[config.mk]
export PLATFORM = sky130hd
export DESIGN_NAME = rtc_compare_timer_flat
export DESIGN_NICKNAME = d
export VERILOG_FILES = /design/src/rtc_pkg.sv /design/src/rtc_ifs.sv /design/src/rtc_compare_timer.sv /design/src/rtc_counter.sv /design/src/rtc_compare_ch.sv /design/src/flat_wrapper.sv
export SDC_FILE = /design/constraint.sdc
export NUM_CORES = 1
export LEC_CHECK = 0
export ABC_AREA = 1
export BUFFER_PORTS_ARGS = -buffer_cell sky130_fd_sc_hd__buf_2
export CAP_MARGIN = 20
export CORE_ASPECT_RATIO = 1.1
export CORE_UTILIZATION = 52
export DETAILED_ROUTE_END_ITERATION = 10
export PLACE_DENSITY = 0.69
export SLEW_MARGIN = 30
export SYNTH_ARGS = -nofsm -noshare
export SYNTH_HDL_FRONTEND = slang
export SYNTH_HIERARCHICAL = 1
export SYNTH_SLANG_ARGS = --single-unit
[constraint.sdc]
create_clock -name i_clk -period 8.15 [get_ports i_clk]
set_input_delay 1.63 -clock i_clk [delete_from_list [all_inputs] [get_ports i_clk]]
set_output_delay 1.63 -clock i_clk [all_outputs]
set_load 0.02 [all_outputs]
[src/rtc_pkg.sv]
// Shared types and constants for the real time counter with compare channels.
package rtc_pkg;

    localparam int CHANNELS     = 4;
    localparam int COUNTER_BITS = 24;
    localparam int OVF_BITS     = 40;
    localparam int PRE_BITS     = 12;
    localparam int FUNC_W       = 3;
    localparam int CHAN_W       = 3;
    localparam int PERIOD_W     = 24;
    localparam int STATUS_W     = 2;
    localparam int EVENT_W      = 6;
    localparam int VALUE_W      = 24;
    localparam int TCOUNT_W     = 64;

    typedef enum logic [FUNC_W-1:0] {
        FUNC_TICK   = 3'd0,
        FUNC_CLEAR  = 3'd1,
        FUNC_ARM    = 3'd2,
        FUNC_DISARM = 3'd3,
        FUNC_READ   = 3'd4
    } t_func;

    typedef enum logic [STATUS_W-1:0] {
        ST_OK          = 2'd0,
        ST_BAD_CHANNEL = 2'd1,
        ST_ZERO_PERIOD = 2'd2
    } t_status;

    localparam int EV_TICK     = 0;
    localparam int EV_OVERFLOW = 1;
    localparam int EV_MATCH0   = 2;

    typedef struct packed {
        logic [FUNC_W-1:0]   func;
        logic [CHAN_W-1:0]   channel;
        logic [PERIOD_W-1:0] period_ticks;
        logic                continuous;
    } t_item;

    // counter state seen by the compare channels
    typedef struct packed {
        logic                    step;
        logic                    wrap;
        logic [COUNTER_BITS-1:0] cur;
        logic [COUNTER_BITS-1:0] nxt;
        logic [OVF_BITS-1:0]     ovf_nxt;
    } t_cnt_info;

    typedef struct packed {
        logic                    arm;
        logic                    disarm;
        logic [COUNTER_BITS-1:0] period;
        logic                    continuous;
    } t_ch_cmd;

endpackage

[src/rtc_ifs.sv]
// Valid/ready channel interfaces for items, results and the prescaler write.
interface rtc_item_if;
    logic                          valid;
    logic                          ready;
    logic [rtc_pkg::FUNC_W-1:0]    func;
    logic [rtc_pkg::CHAN_W-1:0]    channel;
    logic [rtc_pkg::PERIOD_W-1:0]  period_ticks;
    logic                          continuous;
    modport source (output valid, func, channel, period_ticks, continuous, input ready);
    modport sink   (input valid, func, channel, period_ticks, continuous, output ready);
endinterface

interface rtc_result_if;
    logic                          valid;
    logic                          ready;
    logic [rtc_pkg::STATUS_W-1:0]  status;
    logic [rtc_pkg::EVENT_W-1:0]   event_flags;
    logic [rtc_pkg::VALUE_W-1:0]   counter_value;
    logic [rtc_pkg::TCOUNT_W-1:0]  tick_count;
    modport source (output valid, status, event_flags, counter_value, tick_count, input ready);
    modport sink   (input valid, status, event_flags, counter_value, tick_count, output ready);
endinterface

interface rtc_cfg_if;
    logic                          valid;
    logic                          ready;
    logic [rtc_pkg::PRE_BITS-1:0]  prescale_minus_one;
    modport source (output valid, prescale_minus_one, input ready);
    modport sink   (input valid, prescale_minus_one, output ready);
endinterface

[src/rtc_compare_timer.sv]
// Top level: input register, counter and compare channels, result register.
// One item is taken per clock cycle while results are taken. Its result word
// is valid once the item has passed through the input register and the result
// register captures it. While a result waits to be taken, one more item can
// enter the input register; after that the input stalls until the result is
// taken. The sustained rate of one item per cycle is set by the counter and
// channel state, which update in the cycle an item leaves the input register.
// Prescaler writes take effect once registered, including on a tick word already
// in the input register, so write the prescaler only while no words are in flight.
module rtc_compare_timer (
    input  logic        i_clk,
    input  logic        i_rst_n,
    rtc_item_if.sink    i_item,
    rtc_cfg_if.sink     i_cfg,
    rtc_result_if.source o_result
);
    rtc_pkg::t_item       r_item;
    logic                 r_v1;
    logic                 r_v2;
    logic                 adv2;
    logic                 fire;
    rtc_pkg::t_func       func;
    rtc_pkg::t_cnt_info   cnt;
    rtc_pkg::t_ch_cmd     cmd [rtc_pkg::CHANNELS];
    logic [rtc_pkg::CHANNELS-1:0] match;
    logic                 bad_ch;
    rtc_pkg::t_status     status;
    logic [rtc_pkg::EVENT_W-1:0] events;

    assign adv2         = !r_v2 || o_result.ready;
    assign fire         = r_v1 && adv2;
    assign i_item.ready = !r_v1 || adv2;
    assign func         = rtc_pkg::t_func'(r_item.func);
    assign bad_ch       = r_item.channel >= rtc_pkg::CHAN_W'(rtc_pkg::CHANNELS);

    always_comb begin
        status = rtc_pkg::ST_OK;
        case (func)
            rtc_pkg::FUNC_ARM: begin
                if (bad_ch) begin
                    status = rtc_pkg::ST_BAD_CHANNEL;
                end else if (r_item.period_ticks == '0) begin
                    status = rtc_pkg::ST_ZERO_PERIOD;
                end
            end
            rtc_pkg::FUNC_DISARM: begin
                if (bad_ch) begin
                    status = rtc_pkg::ST_BAD_CHANNEL;
                end
            end
            default: status = rtc_pkg::ST_OK;
        endcase
    end

    always_comb begin
        events = '0;
        events[rtc_pkg::EV_TICK]     = cnt.step;
        events[rtc_pkg::EV_OVERFLOW] = cnt.wrap;
        for (int i = 0; i < rtc_pkg::CHANNELS; i++) begin
            events[rtc_pkg::EV_MATCH0 + i] = match[i];
        end
    end

    rtc_counter u_counter (
        .i_clk   (i_clk),
        .i_rst_n (i_rst_n),
        .i_cfg   (i_cfg),
        .i_fire  (fire),
        .i_func  (func),
        .o_info  (cnt)
    );

    for (genvar g = 0; g < rtc_pkg::CHANNELS; g++) begin : g_ch
        logic sel;
        assign sel = fire && (r_item.channel == rtc_pkg::CHAN_W'(g));
        assign cmd[g].arm        = sel && (func == rtc_pkg::FUNC_ARM)
                                   && (status == rtc_pkg::ST_OK);
        assign cmd[g].disarm     = sel && (func == rtc_pkg::FUNC_DISARM);
        assign cmd[g].period     = rtc_pkg::COUNTER_BITS'(r_item.period_ticks);
        assign cmd[g].continuous = r_item.continuous;

        rtc_compare_ch u_ch (
            .i_clk   (i_clk),
            .i_rst_n (i_rst_n),
            .i_cmd   (cmd[g]),
            .i_cnt   (cnt),
            .o_match (match[g])
        );
    end

    always_ff @(posedge i_clk) begin
        if (!i_rst_n) begin
            r_v1 <= 1'b0;
            r_v2 <= 1'b0;
        end else begin
            if (i_item.valid && i_item.ready) begin
                r_v1 <= 1'b1;
            end else if (fire) begin
                r_v1 <= 1'b0;
            end
            if (fire) begin
                r_v2 <= 1'b1;
            end else if (o_result.ready) begin
                r_v2 <= 1'b0;
            end
        end
    end

    always_ff @(posedge i_clk) begin
        if (i_item.valid && i_item.ready) begin
            r_item.func         <= i_item.func;
            r_item.channel      <= i_item.channel;
            r_item.period_ticks <= i_item.period_ticks;
            r_item.continuous   <= i_item.continuous;
        end
        if (fire) begin
            o_result.status        <= status;
            o_result.event_flags   <= events;
            o_result.counter_value <= rtc_pkg::VALUE_W'(cnt.nxt);
            o_result.tick_count    <= (rtc_pkg::TCOUNT_W'(cnt.ovf_nxt) << rtc_pkg::COUNTER_BITS)
                                      | rtc_pkg::TCOUNT_W'(cnt.nxt);
        end
    end

    assign o_result.valid = r_v2;
endmodule

[src/rtc_counter.sv]
// Prescaler register, prescale counter, main counter and overflow count.
module rtc_counter (
    input  logic                 i_clk,
    input  logic                 i_rst_n,
    rtc_cfg_if.sink              i_cfg,
    input  logic                 i_fire,
    input  rtc_pkg::t_func       i_func,
    output rtc_pkg::t_cnt_info   o_info
);
    logic [rtc_pkg::PRE_BITS-1:0]     r_presc;
    logic [rtc_pkg::PRE_BITS-1:0]     r_pre;
    logic [rtc_pkg::PRE_BITS-1:0]     n_pre;
    logic [rtc_pkg::COUNTER_BITS-1:0] r_cnt;
    logic [rtc_pkg::COUNTER_BITS-1:0] cnt_inc;
    logic [rtc_pkg::OVF_BITS-1:0]     r_ovf;
    logic                             tick;
    logic                             clear;

    assign i_cfg.ready = 1'b1;

    always_comb begin
        tick    = i_fire && (i_func == rtc_pkg::FUNC_TICK);
        clear   = i_fire && (i_func == rtc_pkg::FUNC_CLEAR);
        cnt_inc = r_cnt + 1'b1;

        o_info.step = tick && (r_pre >= r_presc);
        o_info.wrap = o_info.step && (cnt_inc == '0);
        o_info.cur  = r_cnt;
        if (clear) begin
            o_info.nxt = '0;
        end else if (o_info.step) begin
            o_info.nxt = cnt_inc;
        end else begin
            o_info.nxt = r_cnt;
        end
        o_info.ovf_nxt = o_info.wrap ? r_ovf + 1'b1 : r_ovf;

        if (clear || o_info.step) begin
            n_pre = '0;
        end else if (tick) begin
            n_pre = r_pre + 1'b1;
        end else begin
            n_pre = r_pre;
        end
    end

    always_ff @(posedge i_clk) begin
        if (!i_rst_n) begin
            r_presc <= '0;
            r_pre   <= '0;
            r_cnt   <= '0;
            r_ovf   <= '0;
        end else begin
            if (i_cfg.valid) begin
                r_presc <= i_cfg.prescale_minus_one;
            end
            if (i_fire) begin
                r_pre <= n_pre;
                r_cnt <= o_info.nxt;
                r_ovf <= o_info.ovf_nxt;
            end
        end
    end
endmodule

[src/rtc_compare_ch.sv]
// One compare channel: compare value, period, armed and continuous flags.
module rtc_compare_ch (
    input  logic                 i_clk,
    input  logic                 i_rst_n,
    input  rtc_pkg::t_ch_cmd     i_cmd,
    input  rtc_pkg::t_cnt_info   i_cnt,
    output logic                 o_match
);
    logic [rtc_pkg::COUNTER_BITS-1:0] r_cmp;
    logic [rtc_pkg::COUNTER_BITS-1:0] r_per;
    logic                             r_armed;
    logic                             r_cont;

    assign o_match = i_cnt.step && r_armed && (r_cmp == i_cnt.nxt);

    always_ff @(posedge i_clk) begin
        if (!i_rst_n) begin
            r_cmp   <= '0;
            r_per   <= '0;
            r_armed <= 1'b0;
            r_cont  <= 1'b0;
        end else if (i_cmd.disarm) begin
            r_cmp   <= '0;
            r_per   <= '0;
            r_armed <= 1'b0;
            r_cont  <= 1'b0;
        end else if (i_cmd.arm) begin
            r_cmp   <= i_cnt.cur + i_cmd.period;
            r_per   <= i_cmd.period;
            r_armed <= 1'b1;
            r_cont  <= i_cmd.continuous;
        end else if (o_match && r_cont) begin
            r_cmp   <= i_cnt.nxt + r_per;
        end
    end
endmodule

[src/flat_wrapper.sv]
// flat-port wrapper written by rule: the top's interface ports become plain ports
module rtc_compare_timer_flat 
  (i_clk, i_rst_n, i_item_valid, i_item_func, i_item_channel, i_item_period_ticks, i_item_continuous, i_item_ready, i_cfg_valid, i_cfg_prescale_minus_one, i_cfg_ready, o_result_valid, o_result_status, o_result_event_flags, o_result_counter_value, o_result_tick_count, o_result_ready);
  rtc_item_if i_item_i ();
  rtc_cfg_if i_cfg_i ();
  rtc_result_if o_result_i ();
  input  logic i_clk;
  input  logic i_rst_n;
  input wire logic [$bits(i_item_i.valid)-1:0] i_item_valid;
  input wire logic [$bits(i_item_i.func)-1:0] i_item_func;
  input wire logic [$bits(i_item_i.channel)-1:0] i_item_channel;
  input wire logic [$bits(i_item_i.period_ticks)-1:0] i_item_period_ticks;
  input wire logic [$bits(i_item_i.continuous)-1:0] i_item_continuous;
  output wire logic [$bits(i_item_i.ready)-1:0] i_item_ready;
  input wire logic [$bits(i_cfg_i.valid)-1:0] i_cfg_valid;
  input wire logic [$bits(i_cfg_i.prescale_minus_one)-1:0] i_cfg_prescale_minus_one;
  output wire logic [$bits(i_cfg_i.ready)-1:0] i_cfg_ready;
  output wire logic [$bits(o_result_i.valid)-1:0] o_result_valid;
  output wire logic [$bits(o_result_i.status)-1:0] o_result_status;
  output wire logic [$bits(o_result_i.event_flags)-1:0] o_result_event_flags;
  output wire logic [$bits(o_result_i.counter_value)-1:0] o_result_counter_value;
  output wire logic [$bits(o_result_i.tick_count)-1:0] o_result_tick_count;
  input wire logic [$bits(o_result_i.ready)-1:0] o_result_ready;
  assign i_item_i.valid = i_item_valid;
  assign i_item_i.func = i_item_func;
  assign i_item_i.channel = i_item_channel;
  assign i_item_i.period_ticks = i_item_period_ticks;
  assign i_item_i.continuous = i_item_continuous;
  assign i_item_ready = i_item_i.ready;
  assign i_cfg_i.valid = i_cfg_valid;
  assign i_cfg_i.prescale_minus_one = i_cfg_prescale_minus_one;
  assign i_cfg_ready = i_cfg_i.ready;
  assign o_result_valid = o_result_i.valid;
  assign o_result_status = o_result_i.status;
  assign o_result_event_flags = o_result_i.event_flags;
  assign o_result_counter_value = o_result_i.counter_value;
  assign o_result_tick_count = o_result_i.tick_count;
  assign o_result_i.ready = o_result_ready;
  rtc_compare_timer u_core (.i_clk(i_clk), .i_rst_n(i_rst_n), .i_item(i_item_i), .i_cfg(i_cfg_i), .o_result(o_result_i));
endmodule
== Word-level counts from Yosys, hierarchy flattened ==
Index checks and enable logic that the tools add are counted.

* Shifts and indexed selects: 0
* Bitwise logic cells: 2
* Mux-type cells: 21
* Magnitude comparators: 2
* $add $sub $neg: 8
* Divide/modulo/power cells: 0
* $mul: 0
* Equality and inequality tests: 10
* Reduce and logical (&&, ||, !) cells: 56

{| class="wikitable"
|+ Operators with widths
! operator !! number
|-
| 2-to-1 mux 24 bit || 10
|-
| adder 24 bit || 5
|-
| == test 24 bit || 4
|-
| bitwise OR 64 x 24 -> 64 bit || 1
|-
| zero test 24 bit || 2
|-
| adder 40 x 1 -> 40 bit, second input constant || 1
|-
| 2-to-1 mux 40 bit || 1
|-
| logical AND 1 bit || 34
|-
| adder 24 x 1 -> 24 bit, second input constant || 1
|-
| 2-to-1 mux 12 bit || 2
|-
| nonzero test 2 bit || 7
|-
| adder 12 x 1 -> 12 bit, second input constant || 1
|-
| == test 3 x 2 -> 1 bit, second input constant || 4
|-
| >= comparator 12 bit || 1
|-
| OR reduction 2 bit || 4
|-
| == test 3 x 1 -> 1 bit, second input constant || 2
|-
| zero test 3 bit || 2
|-
| 2-to-1 mux 1 bit || 5
|-
| 2-to-1 mux 2 bit || 2
|-
| one-hot mux 2 bit (2 select lines) || 1
|-
| >= comparator 3 bit, second input constant || 1
|-
| logical OR 1 bit || 3
|-
| zero test 1 bit || 2
|-
| zero test 2 bit || 1
|-
| other kinds (2) || 2
|}

* Register bits: 417
* RAM bits: 0
* Word-level logic and storage cells: 129
* Memories: 0
* Bits in read-only memories: 0
* Bits in latches: 0

== Longest topological paths before layout ==
Gate-level depths: netlist (run 1).

* Word-level depth: 12
* Depth in mapped cells: 28
* Depth with buffers taken out: 27

== Modules after synthesis ==
The synthesis (run 1) kept the hierarchy.

{| class="wikitable"
|+ By module, submodules not included
! module !! instances !! area an instance (sq um) !! sequential area each (sq um) !! cells each
|-
| rtc_compare_ch (u_core.g_ch[1].u_ch ...) || 2 || 5994.5 || 1001.0 || 1123
|-
| rtc_compare_ch (u_core.g_ch[0].u_ch) || 1 || 6025.8 || 1001.0 || 1130
|-
| rtc_compare_ch (u_core.g_ch[3].u_ch) || 1 || 5968.2 || 1001.0 || 1112
|-
| rtc_counter || 1 || 5923.2 || 1761.7 || 1011
|-
| rtc_compare_timer || 1 || 3667.3 || 3133.0 || 208
|}

== Worst setup path after synthesis (run 1) ==
Ideal clock, no wire load.

* Path type: input port to flip-flop
* Start point: in o_result_ready
* End point: reg u_core/g_ch[0].u_ch/r_cmp[13] in the netlist's numbering
* Stages on the path: 25
* Slack: 1.852 ns
* Setup time: 0.117 ns
* Arrival time: 6.181 ns
* Cell sequence: inv_1 a21oi_4 nand2_1 nor2_1 inv_1 nor2_1 nand2_1 clkbuf_1 clkbuf_1 a21oi_1 inv_2 nand2_2 nand2_1 clkinv_1 nand2_1 nor2_2 nand2_2 nor2_4 nand3_4 nand2_2 buf_6 inv_4 buf_6 nor2_2 nor2_1

{| class="wikitable"
|+ RTL lines
! item !! RTL line !! RTL
|-
| start, declared || flat_wrapper.sv:23 || <nowiki>input wire logic [$bits(o_result_i.ready)-1:0] o_result_ready;</nowiki>
|-
| end signal, assigned || rtc_compare_ch.sv:28 || <nowiki>r_cmp <= i_cnt.cur + i_cmd.period;</nowiki>
|-
| end signal, assigned || rtc_compare_ch.sv:33 || <nowiki>r_cmp <= i_cnt.nxt + r_per;</nowiki>
|-
| end, declared || rtc_compare_ch.sv:9 || <nowiki>logic [rtc_pkg::COUNTER_BITS-1:0] r_cmp;</nowiki>
|}

==> metrics.csv, run 1 <==
metric,value,unit
Die Area,65590,um^2
R2R Setup Slk,2.68,ns
global-route wire length before repair,185.2,mm
n_diodes,0,
share of post-route cells with drive strength above 1,6.618,%
Inst Count DP,6615,
clock buffer depth,3,
Layout fillers,6601,
top-area cell type share of the netlist area,22.80,%
MaxCap Viol Count,0,
placement row count,97,
fmax,166.1,MHz
crit start category,primary input,
Final Max Tran Viols,0,
fin crit period,6.022,ns
# hold bufs at CTS,0,
CTS buffer count,48,
Least-Margin Pin Slew,1.105,ns
setup TNS,0,ns
setup ws final,2.128,ns
flip-flop and latch count after synthesis,393,
syn_nets,5963,
vias after detailed routing,36070,
critical path data required time,8.67,ns
DR pass1 iterations,8,
Crit Path Max Fanout,24,
Cell Pwr Density,126.5,nW/um^2
Mapped Avg Cell Area,5.883,um^2
"Remaining Overflow, GRT",0,
synthesis warning total,6,
area of the mapped netlist,33570,um^2
Final Cycle Share,73.89,%
post-route ant nets,0,
outcome,"complete, no violations",
critical path type,primary input to flop,
io pins,147,
final setup fails,0,
Port Buf Inserts,145,
initial antenna violation count,1,
Synth Instances,5707,
DR iter-0 viols,3913,
starting density of the core,52.69,%
Post-synth EDFFs,103,
Die Span X,244.3,um
unrepaired setup endpoints after global routing,no,
ys flop type,dfxtp_1,
Layout Utilization,57.57,%
Final Skew,0.04094,ns
worst vdd ir,0.1629,mV
Post-CTS Setup Bufs,0,
"CTS clk-pin slew, worst paths",0.06,ns
gp weighted congestion,1.021,
Final #Nets,6080,
clk root buf,clkbuf_16,
fin cells,6704,
TritonCTS Sinks,393,
TritonCTS clock tree,built,
via/cell ratio,5.380,
Fin Hold WS,0.4651,ns
Worst setup EP type,flop,
drt total wl,123.3,mm
DRC,0,
CTS H-tree depth,2,
PostCTS Resize Cnt,0,
core area,63720,um^2
Leak,0.01965,uW
pin count of the biggest net entering global routing,80,
wire length per cell,18.39,um
Final Hold Fails,0,
synth top area cells,"nand2_1, dfxtp_1, inv_1",
vias in the first global route,31690,
Slew headroom,26.26,%
die outline height,268.5,um
Place WS,1.671,ns
area grow syn2layout,9.257,%
post-synth top area cell,nand2_1,
arrival time worst endpoint,6.54,ns
library cells used by synthesis,51,
"Seq/Total Area, Yosys",26.50,%
clk_lat worst skew,0.62,ns
Total GRT Usage,36.94,%
hpwl dp,89.91,mm
async set-reset flop share out of synthesis,0,%
Min-Delay Path Class,flop to flop,
## worst max-delay path: stages
cell      delay, ns
buf_2          0.07
inv_1          0.07
a21oi_4        0.13
nand2_1        0.06
nor2_1         0.43
inv_1          0.20
nor2_1         0.15
nand2_2        0.10
clkinv_1       0.43
nand3_1        0.16
o211ai_1       0.16
clkinv_1       0.90
ha_1           0.84
nand2_1        0.15
inv_1          0.09
nand2_1        0.07
nor2_1         0.19
nand3b_1       0.18
nand3_1        0.12
nand2_1        0.05
nand3_1        0.12
nand3_1        0.09
nand2_1        0.08
inv_1          0.03
## power by group
| group | switching [uW] | total (uW) | internal (uW) |
|---|---|---|---|
| Sequential | 28.8 | 2060 | 2030 |
| Combinational | 283 | 389 | 106 |
| Clock | 943 | 2190 | 1250 |
## cells in the final DEF (no fill, tap or decap), types with 12 or more instances in the layout
cell and count:
buf_4 56, xnor2_1 39, nand4_1 137, nand3b_1 58, inv_1 1023, ha_1 200
nor4_1 15, o211ai_1 19, o21ai_0 106, clkbuf_16 49, edfxtp_1 103, inv_2 17
buf_2 145, xor2_1 49, nand3_1 419, nor2_1 614, nor2_2 46, o21ai_1 26
dfxtp_1 290, clkinv_2 12, a21oi_1 248, nand2_1 2037, nor3_1 30
## state kept, by name, summed over array words and instances, names as in the netlist, 23 cells and up
| register | flops |
|---|---|
| u_core/cmd | 25 |
| u_core/u_counter/r_ovf | 40 |
| u_core/o_result.counter_value | 23 |
| u_core/o_result.tick_count | 41 |
| u_core/g_ch.u_ch/r_per | 96 |
| u_core/g_ch.u_ch/r_cmp | 96 |
| u_core/u_counter/r_cnt | 24 |
## synthesized netlist by cell type, types with 5 or more instances
| cell | instances |
|---|---|
| nand4_1 | 137 |
| a21oi_1 | 251 |
| nand3b_1 | 58 |
| ha_1 | 200 |
| inv_2 | 10 |
| edfxtp_1 | 103 |
| inv_1 | 1032 |
| nand2_1 | 2039 |
| and2_1 | 7 |
| xnor2_1 | 39 |
| nor2_1 | 619 |
| o21ai_0 | 106 |
| nand3_1 | 419 |
| buf_4 | 27 |
| a211oi_1 | 5 |
| nor3_1 | 34 |
| nor4_1 | 15 |
| buf_2 | 20 |
| clkbuf_1 | 69 |
| buf_6 | 13 |
| or2_2 | 11 |
| xor2_1 | 49 |
| nor2_2 | 41 |
| buf_1 | 5 |
| o21ai_1 | 26 |
| fa_1 | 8 |
| dfxtp_1 | 290 |
| o211ai_1 | 19 |
## final cells by class
| class | count | area [um^2] | area share (%) |
|---|---|---|---|
| Multi-Input combinational cell | 4130 | 20040 | 54.63 |
| Timing Repair Buffer | 202 | 1161 | 3.165 |
| Inverter | 1049 | 3950 | 10.77 |
| Tap cell | 841 | 1052 | 2.869 |
| Clock buffer | 59 | 1314 | 3.582 |
| Clock inverter | 30 | 266.5 | 0.7265 |
| Sequential cell | 393 | 8899 | 24.26 |
## cells by family after synthesis
| kind of cell | Yosys count | synth area share (%) |
|---|---|---|
| DFF | 393 | 26.50 |
| buffers and inverters | 1184 | 13.98 |
| adders and majority gates | 208 | 7.931 |
| AOI/OAI and AO/OA | 422 | 6.604 |
| xor gates and xnor gates | 88 | 2.296 |
| and+or+nand+nor | 3407 | 42.56 |
| other | 1 | 0.01117 |
| muxes | 4 | 0.1193 |
## final timing paths
| check | from | endpoint | depth (start not counted) |
|---|---|---|---|
| worst min-delay path | u_core/g_ch[1].u_ch/r_per[5] | u_core/g_ch[1].u_ch/r_per[5] | 2 |
| worst min register to register | u_core/g_ch[1].u_ch/r_per[5] | u_core/g_ch[1].u_ch/r_per[5] | 2 |
| worst max-delay path | o_result_ready | u_core/g_ch[0].u_ch/r_cmp[19] | 24 |
| worst max register to register | u_core/u_counter/r_pre[6] | u_core/g_ch[0].u_ch/r_cmp[19] | 22 |
## layer usage
metal	part of all wire (%)	GRT usage, %	routed length [um]	vias to the layer above
met5	0.0073	0	9	-
met4	5.7	18.78	7006	2
met3	9.0	5.494	11100	314
met2	42	56.89	52380	1580
met1	43	50.25	52790	16190
li1	-	-	-	17980
## per-stage QoR
stage	cell area (um^2)	total power (uW)
detailed placement	35100	2486
floorplan	33570	2330
finish	36680	4640
global placement	35080	2481
global route	36680	4763
CTS	36680	4658
No activity file was read; power rests on OpenSTA's default activity.
==> run 2: changes to the inputs <==
- PLACE_DENSITY: 0.69 -> 0.72
- clock period: 8.15 -> 4.9 ns (I/O delays scaled with it)
==> run 2 against run 1 <==
- highest routed layer unchanged
- setup slack worse by 1.6 ns
- final area up 2.4%
- sequential cell count unchanged
- combinational power up 71%
- clock power up 58%
- sequential power up 67%
==> metrics.csv, run 2 (synthesized netlist as in run 1, its figures left out) <==
metric,value,unit,change
Placed Area,36040,um^2,+2.7%
Worst setup EP type,flop,,
Post-CTS Setup Bufs,0,,unchanged
"commonest non-fill, non-tap cell in the layout",nand2_1,,
final setup fails,0,,unchanged
TritonCTS Sinks,393,,unchanged
placement row count,97,,unchanged
arrival time worst endpoint,4.86,ns,-1.68 ns
clk_lat worst skew,0.61,ns,about the same
Leak,0.01979,uW,+0.70%
most frequent cells in the layout,"nand2_1, inv_1, nor2_1",,
Final Cell Area,37550,um^2,+2.4%
Total GRT Usage,37.46,%,+0.52 points
global-route wire length before repair,187.9,mm,+1.4%
CTS H-tree depth,2,,unchanged
fin crit period,4.361,ns,
area of the multi-input gates,20680,um^2,+3.2%
setup TNS,0,ns,unchanged
Cell Pwr Density,201.3,nW/um^2,+59%
"CTS clk-pin slew, worst paths",0.06,ns,about the same
Die Span X,244.3,um,unchanged
initial antenna violation count,5,,+4
gp weighted congestion,1.042,,+2.0%
fmax,229.3,MHz,
register area,8899,um^2,unchanged
unrepaired setup endpoints after global routing,no,,
wire length per cell,18.60,um,+1.2%
post-route ant nets,0,,unchanged
Inst Count DP,6644,,+0.44%
Crit Path Max Fanout,25,,+4.2%
DR pass1 iterations,6,,-2
via/cell ratio,5.411,,+0.58%
outcome,"complete, no violations",,
MaxCap Viol Count,0,,unchanged
drt total wl,125.2,mm,+1.5%
critical path data required time,5.40,ns,-3.27 ns
CTS buffer count,44,,-8.3%
"Remaining Overflow, GRT",0,,unchanged
area grow syn2layout,11.83,%,
share of post-route cells with drive strength above 1,8.989,%,+2.4 points
die outline height,268.5,um,unchanged
vias in the first global route,32720,,+3.3%
Die Area,65590,um^2,unchanged
Port Buf Inserts,145,,unchanged
crit start category,flop,,
# hold bufs at CTS,0,,unchanged
Slew headroom,32.36,%,+6.1 points
critical path type,flop to flop,,
Final Cycle Share,89.00,%,
Power Total,7557,uW,+63%
Min-Delay Path Class,flop to flop,,
io pins,147,,unchanged
clock buffer depth,3,,unchanged
Final Hold Fails,0,,unchanged
worst vdd ir,0.3076,mV,+89%
TritonCTS clock tree,built,,
Least-Margin Pin Slew,1.015,ns,-0.09021 ns
vias after detailed routing,36410,,+0.94%
DR iter-0 viols,3399,,-13%
pin count of the biggest net entering global routing,81,,+1.3%
hpwl dp,92.70,mm,+3.1%
Final Max Tran Viols,0,,unchanged
clk root buf,clkbuf_16,,
starting density of the core,52.69,%,unchanged
fin cells,6728,,+0.36%
Final #Nets,6105,,+0.41%
PostCTS Resize Cnt,0,,unchanged
Final Skew,0.03205,ns,-0.008893 ns
DRC,0,,unchanged
Layout fillers,6474,,-1.9%
core area,63720,um^2,unchanged
largest registers,"u_core/g_ch.u_ch/r_cmp: 96 flops, u_core/g_ch.u_ch/r_per: 96 flops, u_core/o_result.tick_count: 41 flops",,
## run 2: changes by cell type in the layout (fill, tap and decap cells not counted), sizes merged
cell / before / now
buf: 202 / 231
bufinv: 3 / 5
clkbuf: 59 / 53
clkinv: 21 / 18
clkinvlp: 8 / 6
diode: 0 / 2
inv: 1047 / 1049
## run 2: per-layer routing
metal | vias to the layer above | part of all wire (%) | global-route usage, %
met5 | - | 0.020 | 0
met4 | 4 | 6.6 | 21.91
met3 | 386 | 8.9 | 6.947
met2 | 1581 | 43 | 59.19
met1 | 16420 | 41 | 47.82
li1 | 18010 | - | -
## run 2: worst paths after layout
| kind | start | slack, ns | to | depth (start not counted) |
|---|---|---|---|---|
| worst max-delay path | u_core/u_counter/r_presc[5] | 0.54 | u_core/g_ch[1].u_ch/r_cmp[20] | 25 |
| worst min-delay path | u_core/g_ch[0].u_ch/r_per[7] | 0.47 | u_core/g_ch[0].u_ch/r_per[7] | 2 |
| worst max register to register | u_core/u_counter/r_presc[5] | 0.54 | u_core/g_ch[1].u_ch/r_cmp[20] | 25 |
| worst min register to register | u_core/g_ch[0].u_ch/r_per[7] | 0.47 | u_core/g_ch[0].u_ch/r_per[7] | 2 |
## run 2: power by group
part	switching (uW)	leakage [uW]	internal, uW
sequential	45.7	0.00334	3380
clock	1490	0.000715	1970
combinational	483	0.0157	184
total	2020	0.0198	5540
## run 2: critical path: stages, from the launching register on
cell and delay (ns):
dfxtp_1 0.32, inv_1 0.08, ha_1 0.32, nand2_1 0.07, nor2_1 0.04, and2_1 0.14, nand2_1 0.07, nand4_1 0.15
nand2_2 0.32, clkinv_4 0.27, buf_4 0.29, o211ai_1 0.24, inv_1 0.21, buf_12 0.21, ha_1 0.41, nand2_1 0.10
inv_1 0.08, nand2_1 0.08, nor2_1 0.21, nand3b_1 0.14, nand3_1 0.11, nand2_1 0.05, nand3_1 0.07, nand3_1 0.11
nand2_1 0.09, inv_1 0.03
## run 2: area by class of cell
class,count,area share [%]
Timing Repair Buffer,231,3.862
Multi-Input combinational cell,4130,55.07
Antenna cell,2,0.01333
Tap cell,841,2.803
Clock inverter,29,0.9098
Inverter,1049,10.57
Clock buffer,53,3.076
Sequential cell,393,23.70
## run 2: per-stage QoR
step	util [%]	hold WS, ns	setup slack (ns)
finish	58.93	0.4660	0.5390
global route	58.92	0.4810	0.3076
CTS	58.92	0.4682	0.6573
detailed placement	56.57	0.4594	0.2793
global placement	56.56	0.4522	0.2714
floorplan	-	0.4347	-0.1849
